## src/hdl/lbte_pkg.sv

```systemverilog
`default_nettype none
package lbte_pkg;

  // Saturation limits and fixed divisors of the timing code
  localparam logic [15:0] ON_MAX_MS    = 16'd4700;
  localparam logic [15:0] OFF_MAX_MS   = 16'd4800;
  localparam logic [12:0] RAMP_MAX_MS  = 13'd1550;
  localparam logic [17:0] RAMP_DIV     = 18'd10323;
  localparam logic [17:0] STEADY_DIV   = 18'd1066;
  localparam logic [17:0] OFF_DIV      = 18'd320;
  localparam logic [17:0] RAMP_SCALE   = 18'd100;
  localparam logic [17:0] STEADY_SCALE = 18'd10;
  localparam logic [7:0]  PCT_FULL     = 8'd100;
  localparam logic [6:0]  PCT_DEFAULT  = 7'd45;
  localparam logic [3:0]  COUNT_MAX    = 4'hF;

  // Reciprocal of 100: ceil(2^26 / 100), exact for any 19-bit dividend
  localparam int unsigned    RECIP_SHIFT = 26;
  localparam logic [19:0]    RECIP_100   = 20'd671089;

  localparam int unsigned MS_W   = 13;  // saturated millisecond values
  localparam int unsigned PROD_W = 19;  // percent times milliseconds

  typedef struct packed {
    logic [15:0] on_ms;
    logic [15:0] off_ms;
    logic [6:0]  rise_pct;
    logic [6:0]  fall_pct;
  } req_t;

  typedef struct packed {
    logic [7:0] slew_byte;
    logic [7:0] pulse_byte;
  } rsp_t;

  // Per-item flags carried down the pipeline
  typedef struct packed {
    logic rise_req;
    logic fall_req;
    logic steady_req;
    logic both_zero;
  } flags_t;

  typedef struct packed {
    logic [PROD_W-1:0] prod_rise;
    logic [PROD_W-1:0] prod_fall;
    logic [PROD_W-1:0] prod_on;
    logic [MS_W-1:0]   off_ms;
    flags_t            flags;
  } prod_t;

  typedef struct packed {
    logic [MS_W-1:0] t_rise;
    logic [MS_W-1:0] t_fall;
    logic [MS_W-1:0] t_on;
    logic [MS_W-1:0] off_ms;
    flags_t          flags;
  } time_t;

  // Count how many multiples of step x reaches, capped at COUNT_MAX
  function automatic logic [3:0] count_steps(input logic [17:0] x, input logic [17:0] step);
    logic [3:0] n;
    n = '0;
    for (int k = 1; k <= int'(COUNT_MAX); k++) begin
      if (x >= 18'(k) * step) begin
        n = 4'(k);
      end
    end
    return n;
  endfunction

endpackage
`default_nettype wire

```

## src/hdl/lbte_sat.sv

```systemverilog
`default_nettype none
module lbte_sat (
  input  wire logic          clk,
  input  wire logic          rst,
  input  wire logic          adv,
  input  wire logic          valid_in,
  input  wire lbte_pkg::req_t req,
  output logic               valid,
  output lbte_pkg::prod_t    prod
);
  import lbte_pkg::*;

  logic [MS_W-1:0] on_sat;
  logic [MS_W-1:0] off_sat;
  logic [7:0]      pct_sum;
  logic [6:0]      up;
  logic [6:0]      down;
  logic [6:0]      steady_pct;
  prod_t           prod_next;

  // Saturate times and fix an oversized percent pair
  always_comb begin
    on_sat     = (req.on_ms > ON_MAX_MS) ? MS_W'(ON_MAX_MS) : req.on_ms[MS_W-1:0];
    off_sat    = (req.off_ms > OFF_MAX_MS) ? MS_W'(OFF_MAX_MS) : req.off_ms[MS_W-1:0];
    pct_sum    = {1'b0, req.rise_pct} + {1'b0, req.fall_pct};
    up         = (pct_sum > PCT_FULL) ? PCT_DEFAULT : req.rise_pct;
    down       = (pct_sum > PCT_FULL) ? PCT_DEFAULT : req.fall_pct;
    steady_pct = 7'(PCT_FULL - {1'b0, up} - {1'b0, down});

    prod_next.prod_rise        = PROD_W'(up) * PROD_W'(on_sat);
    prod_next.prod_fall        = PROD_W'(down) * PROD_W'(on_sat);
    prod_next.prod_on          = PROD_W'(steady_pct) * PROD_W'(on_sat);
    prod_next.off_ms           = off_sat;
    prod_next.flags.rise_req   = (up != '0);
    prod_next.flags.fall_req   = (down != '0);
    prod_next.flags.steady_req = (steady_pct != '0);
    prod_next.flags.both_zero  = (req.on_ms == '0) && (req.off_ms == '0);
  end

  // Advance the stage
  always_ff @(posedge clk) begin
    if (rst) begin
      valid <= 1'b0;
    end else if (adv) begin
      valid <= valid_in;
    end
  end

  always_ff @(posedge clk) begin
    if (adv) begin
      prod <= prod_next;
    end
  end

endmodule
`default_nettype wire

```

## src/hdl/lbte_div.sv

```systemverilog
`default_nettype none
module lbte_div (
  input  wire logic           clk,
  input  wire logic           rst,
  input  wire logic           adv,
  input  wire logic           valid_in,
  input  wire lbte_pkg::prod_t prod,
  output logic                valid,
  output lbte_pkg::time_t     tm
);
  import lbte_pkg::*;

  localparam int unsigned MUL_W = PROD_W + 20;

  logic [MUL_W-1:0] mul_rise;
  logic [MUL_W-1:0] mul_fall;
  logic [MUL_W-1:0] mul_on;
  time_t            tm_next;

  // Divide each product by 100 through the reciprocal
  always_comb begin
    mul_rise = MUL_W'(prod.prod_rise) * MUL_W'(RECIP_100);
    mul_fall = MUL_W'(prod.prod_fall) * MUL_W'(RECIP_100);
    mul_on   = MUL_W'(prod.prod_on) * MUL_W'(RECIP_100);

    tm_next.t_rise = mul_rise[RECIP_SHIFT +: MS_W];
    tm_next.t_fall = mul_fall[RECIP_SHIFT +: MS_W];
    tm_next.t_on   = mul_on[RECIP_SHIFT +: MS_W];
    tm_next.off_ms = prod.off_ms;
    tm_next.flags  = prod.flags;
  end

  // Advance the stage
  always_ff @(posedge clk) begin
    if (rst) begin
      valid <= 1'b0;
    end else if (adv) begin
      valid <= valid_in;
    end
  end

  always_ff @(posedge clk) begin
    if (adv) begin
      tm <= tm_next;
    end
  end

endmodule
`default_nettype wire

```

## src/hdl/lbte_split.sv

```systemverilog
`default_nettype none
module lbte_split (
  input  wire logic           clk,
  input  wire logic           rst,
  input  wire logic           adv,
  input  wire logic           valid_in,
  input  wire lbte_pkg::time_t tm_in,
  output logic                valid,
  output lbte_pkg::time_t     tm
);
  import lbte_pkg::*;

  logic [MS_W-1:0] rise_excess;
  logic [MS_W-1:0] fall_excess;
  time_t           tm_next;

  // Cap both ramps and move the excess into the steady part
  always_comb begin
    rise_excess = (tm_in.t_rise > RAMP_MAX_MS) ? tm_in.t_rise - RAMP_MAX_MS : '0;
    fall_excess = (tm_in.t_fall > RAMP_MAX_MS) ? tm_in.t_fall - RAMP_MAX_MS : '0;

    tm_next        = tm_in;
    tm_next.t_rise = tm_in.t_rise - rise_excess;
    tm_next.t_fall = tm_in.t_fall - fall_excess;
    tm_next.t_on   = tm_in.t_on + rise_excess + fall_excess;
  end

  // Advance the stage
  always_ff @(posedge clk) begin
    if (rst) begin
      valid <= 1'b0;
    end else if (adv) begin
      valid <= valid_in;
    end
  end

  always_ff @(posedge clk) begin
    if (adv) begin
      tm <= tm_next;
    end
  end

endmodule
`default_nettype wire

```

## src/hdl/lbte_count.sv

```systemverilog
`default_nettype none
module lbte_count (
  input  wire logic           clk,
  input  wire logic           rst,
  input  wire logic           adv,
  input  wire logic           valid_in,
  input  wire lbte_pkg::time_t tm,
  output logic                valid,
  output lbte_pkg::rsp_t      rsp
);
  import lbte_pkg::*;

  logic [3:0] n_rise;
  logic [3:0] n_fall;
  logic [3:0] n_on;
  logic [3:0] n_off;
  rsp_t       rsp_next;

  // Scale to 4-bit counts, forcing 1 if requested; all 0 if no times
  always_comb begin
    n_rise = count_steps(18'(tm.t_rise) * RAMP_SCALE, RAMP_DIV);
    n_fall = count_steps(18'(tm.t_fall) * RAMP_SCALE, RAMP_DIV);
    n_on   = count_steps(18'(tm.t_on) * STEADY_SCALE, STEADY_DIV);
    n_off  = count_steps(18'(tm.off_ms), OFF_DIV);

    if (n_rise == '0 && tm.flags.rise_req) begin
      n_rise = 4'd1;
    end
    if (n_fall == '0 && tm.flags.fall_req) begin
      n_fall = 4'd1;
    end
    if (n_on == '0 && tm.flags.steady_req) begin
      n_on = 4'd1;
    end
    if (n_off == '0 && tm.off_ms != '0) begin
      n_off = 4'd1;
    end

    if (tm.flags.both_zero) begin
      rsp_next = '0;
    end else begin
      rsp_next.slew_byte  = {n_rise, n_fall};
      rsp_next.pulse_byte = {n_on, n_off};
    end
  end

  // Hold the result until it is taken
  always_ff @(posedge clk) begin
    if (rst) begin
      valid <= 1'b0;
    end else if (adv) begin
      valid <= valid_in;
    end
  end

  always_ff @(posedge clk) begin
    if (adv) begin
      rsp <= rsp_next;
    end
  end

endmodule
`default_nettype wire

```

## src/hdl/led_blink_timing_encoder.sv

```systemverilog
// Channel  Direction  Handshake              Payload
// req      in         req_valid / req_stall  req_t: on_ms, off_ms, rise_pct, fall_pct
// rsp      out        rsp_valid / rsp_stall  rsp_t: slew_byte, pulse_byte
//
// One request per cycle while req_stall is low.
// Four register stages: saturate and multiply by percent, divide by 100 through
// a reciprocal multiply, cap the ramps, scale to counts into the output register.
// Synchronous reset clears all stage valid bits; the stage data registers are not reset.
// A stage advances whenever it is empty or the stage after it advances, so
// bubbles close up and rsp_stall reaches req_stall only when every stage is full.
`default_nettype none
module led_blink_timing_encoder (
  input  wire logic          clk,
  input  wire logic          rst,
  input  wire logic          req_valid,
  output logic               req_stall,
  input  wire lbte_pkg::req_t req,
  output logic               rsp_valid,
  input  wire logic          rsp_stall,
  output lbte_pkg::rsp_t     rsp
);
  import lbte_pkg::*;

  logic  sat_valid;
  logic  div_valid;
  logic  split_valid;
  logic  sat_adv;
  logic  div_adv;
  logic  split_adv;
  logic  count_adv;
  prod_t prod;
  time_t div_tm;
  time_t split_tm;

  // Move each stage when its slot is free or its contents move on
  assign count_adv = !rsp_valid || !rsp_stall;
  assign split_adv = !split_valid || count_adv;
  assign div_adv   = !div_valid || split_adv;
  assign sat_adv   = !sat_valid || div_adv;
  assign req_stall = !sat_adv;

  lbte_sat u_sat (
    .clk      (clk),
    .rst      (rst),
    .adv      (sat_adv),
    .valid_in (req_valid),
    .req      (req),
    .valid    (sat_valid),
    .prod     (prod)
  );

  lbte_div u_div (
    .clk      (clk),
    .rst      (rst),
    .adv      (div_adv),
    .valid_in (sat_valid),
    .prod     (prod),
    .valid    (div_valid),
    .tm       (div_tm)
  );

  lbte_split u_split (
    .clk      (clk),
    .rst      (rst),
    .adv      (split_adv),
    .valid_in (div_valid),
    .tm_in    (div_tm),
    .valid    (split_valid),
    .tm       (split_tm)
  );

  lbte_count u_count (
    .clk      (clk),
    .rst      (rst),
    .adv      (count_adv),
    .valid_in (split_valid),
    .tm       (split_tm),
    .valid    (rsp_valid),
    .rsp      (rsp)
  );

endmodule
`default_nettype wire
```

## config.mk

```make
export PLATFORM = sky130hd
export DESIGN_NAME = led_blink_timing_encoder
export DESIGN_NICKNAME = d
export VERILOG_FILES = /design/src/hdl/lbte_pkg.sv /design/src/hdl/lbte_sat.sv /design/src/hdl/lbte_div.sv /design/src/hdl/lbte_split.sv /design/src/hdl/lbte_count.sv /design/src/hdl/led_blink_timing_encoder.sv
export SDC_FILE = /design/constraint.sdc
export NUM_CORES = 2
export LEC_CHECK = 0
export BUFFER_PORTS_ARGS = -buffer_cell sky130_fd_sc_hd__buf_2
export CORE_MARGIN = 2
export CORE_UTILIZATION = 55
export CTS_CLUSTER_DIAMETER = 200
export DETAILED_ROUTE_END_ITERATION = 16
export HOLD_SLACK_MARGIN = 0.05
export PLACE_DENSITY = 0.71
export SLEW_MARGIN = 40
export SYNTH_ARGS = -nofsm -noshare
export SYNTH_HDL_FRONTEND = slang
export SYNTH_SLANG_ARGS = --single-unit
```

## constraint.sdc

```tcl
create_clock -name clk -period 20.2 [get_ports clk]
set_input_delay 2.02 -clock clk [delete_from_list [all_inputs] [get_ports clk]]
set_output_delay 2.02 -clock clk [all_outputs]
set_load 0.01 [all_outputs]
```

# After elaboration in Yosys (flattened, before gate mapping)
# Cells that the tools add are included.
# totals
mem_count	0
word_cells	215
latch_bits	0
mem_bits_rw	0
mem_bits_ro	0
ff_bits	206
# op_classes
n_reduce_logical	29
n_addsub	9
eq_ne	0
bitwise_logic	0
n_mul	9
n_shift	0
div_mod_pow	0
n_mux	69
magnitude_cmp	65
# op_table
op	count
$ge 18x17->1 const B	12
$ge 17x14->1 const B	8
$mux 4	32
$mul 19x20->39 const B	3
$ge 18x16->1 const B	6
$ge 18x18->1 const B	6
$ge 13x12->1 const B	6
$ge 18x15->1 const B	4
$ge 17x13->1 const B	4
$mul 7x13->19	3
$mux 3	16
$ge 13x11->1 const B	3
$ge 13x13->1 const B	3
$mux 13	3
$ge 18x14->1 const B	2
$ge 17x12->1 const B	2
$gt 16x13->1 const B	2
$logic_not 16->1	2
$mul 13x5->16 const B	2
$add 13x13->13	2
$ge 13x10->1 const B	2
$gt 13x11->1 const B	2
$sub 13x11->13 const B	2
$sub 13x13->13	2
17 further kinds	52

# Longest topological paths before layout
# logic_depth
depth_word	20
ltp_mapped	42

# Hierarchy
# A second synthesis with hierarchy kept.
# hier_totals
cells_unflattened	4572
hier_area_um2	42679.7
# modules_own_cells
module	cells_each	n_inst	area_each_um2
lbte_div	2042	1	20412.1
lbte_sat	1267	1	11584.9
lbte_count	786	1	6065.8
lbte_split	471	1	4583.1
led_blink_timing_encoder	6	1	33.8

# Worst setup path after synthesis
# No wires, ideal clock.
# synth_path
path_type	input to register
startpoint	input req[0] (netlist name)
endpoint	register, netlist name u_sat.prod[34]
stages	40
t_required_ns	20.005
path_slack_ns	10.045
t_arrival_ns	9.960
path_buffers	1
setup_time_ns	0.195
cell_sequence	ha_1 inv_1 fa_1 nor2b_1 o21a_1 o21a_1 or3_1 nand4_1 a22o_1 nand2_1 nor2_1 clkinv_1 ha_1 inv_1 ha_1 a21o_1 a21oi_1 o21bai_1 (+4 left out) and2_1 clkbuf_1 nor2_1 fa_1 inv_1 fa_1 inv_1 fa_1 inv_1 fa_1 inv_1 ha_1 or2_2 a21oi_1 a311oi_1 o21a_1 o21a_1 o311ai_0
# synth_rtl
item	line	rtl
start, declared	led_blink_timing_encoder.sv:17	input wire lbte_pkg::req_t req,

==> flow_summary.json <==
{
  "route.detailed.drc": 0,
  "cp_max_fo": 13,
  "synth_area_leaders": "fa_1 (28%), ha_1 (23%), edfxtp_1 (15%), inv_1 (8.3%), xnor2_1 (2.8%)",
  "holdBufCountCts": 0,
  "slew-limit-headroom": 0.396,
  "worstPathArrival_ns": 11.16,
  "drv_cap": 0,
  "synthFlopType": "edfxtp_1",
  "syn-cell-area_um2": 40300,
  "cts_tree": "yes",
  "grt_max_degree": 74,
  "setup_viol": 0,
  "synth.top_cell.area_share": 0.283,
  "tightest_slew_ns": 0.904,
  "clkTransAtPathRegs_ns": 0.06,
  "area_growth_pct": 5.85,
  "gp_congestion": 0.926,
  "fillers": 6277,
  "fin_crit_ns": 10.83,
  "rsz0062_at_grt": "false",
  "syn_inst": 4177,
  "first_pass_iters": 6,
  "clk_path_buf_depth": 3,
  "antenna_found_initial": 2,
  "status": "finished, final reports clean",
  "clock.fmax_mhz": 92.3,
  "synth_cell_type_count": 98,
  "dieWidth_um": 275,
  "cts_resized": 0,
  "instances_no_fill": 5181,
  "io_pins": 68,
  "start_util": 0.554,
  "final_antenna_net_count": 0,
  "avgSynthCellArea_um2": 9.65,
  "setup_tns_ns": 0,
  "post_cts_buffers": 0,
  "worstSetupPathType": "input pin to flop",
  "synth_edf_count": 202,
  "crit_required_ns": 20.53,
  "rows": 99,
  "routed_wl_um": 88100,
  "routedWlPerCell_um": 17.0,
  "num_antenna_cells": 0,
  "worstSetupStartpointType": "input pin",
  "ys_warn_count": 0,
  "overflow": 0,
  "die_area_um2": 75400,
  "final_nets": 5552,
  "synth-seq-cells": 206,
  "core_area_um2": 72700,
  "grt_pass1_vias": 29000,
  "cts-htree-levels": 1,
  "slew_violations": 0,
  "drt-initial-drc-count": 1689,
  "yosysMostFrequentCell": "inv_1",
  "netlist.top_cell.by_area": "fa_1",
  "ys_seq_area_frac": 0.153,
  "place_inst": 5131,
  "port_buffers": 67,
  "layout-drive-gt1-share": 0.0426,
  "netlist_top_cells_count": "inv_1 (896), ha_1 (732), fa_1 (569), nor2_1 (281), nand2_1 (252)",
  "clock-sinks": 206,
  "viasPerCell": 5.47,
  "grt_usage": 0.241,
  "grt_first_pass_wirelength_um": 147000,
  "cp_slowest_cell": "fa_1",
  "hold_violations": 0,
  "worstHoldPathType": "flop to flop",
  "numCtsBuffers": 27,
  "fp.dieH_um": 275,
  "worst_path_largest_cell_delay_ns": 0.55,
  "hpwl_um": 74900,
  "ys_async_sr_fraction": 0,
  "clk_latency_ns": 0.58,
  "cts_root_buffer": "clkbuf_16",
  "fin_crit_sh": 0.536,
  "cp-end-kind": "flop",
  "vias": 28400,
  "fin_worst_skew_ns": 0.0122
}
## layout make-up
type	instances	area, um2	area share
Multi-Input combinational cell	2985	30500	0.716
Tap cell	959	1200	0.0281
Sequential cell	206	6150	0.144
Timing Repair Buffer	80	437	0.0102
Clock inverter	23	285	0.00669
Inverter	901	3380	0.0794
Clock buffer	27	676	0.0158
## per-layer routing
metal	up-vias	share of wire	global-route usage
met5	-	0.00036	0
met4	4	0.022	0.0495
met3	134	0.048	0.0305
met2	665	0.48	0.410
met1	13800	0.45	0.332
li1	13800	-	-
## state kept, by name (all words and copies together), names as in the netlist
register / cells
u_sat.prod: 74
u_count.valid: 1
u_count.rsp: 16
u_split.tm: 56
u_div.valid: 1
u_sat.valid: 1
u_split.valid: 1
u_div.tm: 56
## stage by stage
| step | util | hold slack (ns) | area (um2) | setup slack (ns) |
|---|---|---|---|---|
| after floorplan | - | 0.400 | 40300 | 10.05 |
| after global placement | 0.572 | 0.401 | 41600 | 9.07 |
| after detailed placement | 0.573 | 0.405 | 41700 | 8.86 |
| after CTS | 0.586 | 0.414 | 42600 | 9.48 |
| after global routing | 0.587 | 0.420 | 42600 | 8.82 |
| final | 0.587 | 0.414 | 42600 | 9.37 |
## cell families (layout without fill, tap and decap cells)
family / after synthesis / in the layout / share of synthesized area
adder cells (fa/ha/maj): 1302 / 1302 / 0.510
buffers and inverters: 987 / 1031 / 0.0922
AND/OR/NAND/NOR: 904 / 904 / 0.106
AO/OA/AOI/OAI: 592 / 592 / 0.0983
flip-flops: 206 / 206 / 0.153
XOR/XNOR: 176 / 176 / 0.0383
multiplexers: 9 / 9 / 0.00227
other: 1 / 2 / 0.0000931
## cells in the final DEF (no fill, tap or decap), types with 26 or more instances in the layout
cell / count
nand2b_1: 55
and3_1: 36
inv_1: 895
a21oi_1: 159
nor2_1: 280
o21a_1: 26
clkbuf_16: 27
o21ai_0: 104
a31oi_1: 28
nor3_1: 43
and2_1: 41
edfxtp_1: 202
nand2_1: 251
nand3_1: 44
nor2b_1: 38
xor2_1: 49
buf_2: 67
a21o_1: 52
fa_1: 569
ha_1: 732
xnor2_1: 123
## worst max-delay path, delay by kind of cell
kind | cells | cell delay [ns]
and+or+nand+nor | 6 | 1.45
xor gates and xnor gates | 2 | 0.22
adders and majority gates | 8 | 3.46
buffers and inverters | 7 | 0.76
AOI/OAI and AO/OA | 16 | 3.23
## path summary, 6_finish.rpt
check | end | start | slack, ns | cells after the start
worst max-delay path | u_sat.prod[35] | req[1] | 9.37 | 39
worst max register to register | u_div.tm[29] | u_sat.prod[19] | 13.16 | 21
worst min-delay path | u_div.tm[12] | u_sat.prod[12] | 0.41 | 0
worst min register to register | u_div.tm[12] | u_sat.prod[12] | 0.41 | 0
Power is left out: the tool's default activity adds up to more than one toggle a clock period on the data nets, which glitch-free logic cannot reach.
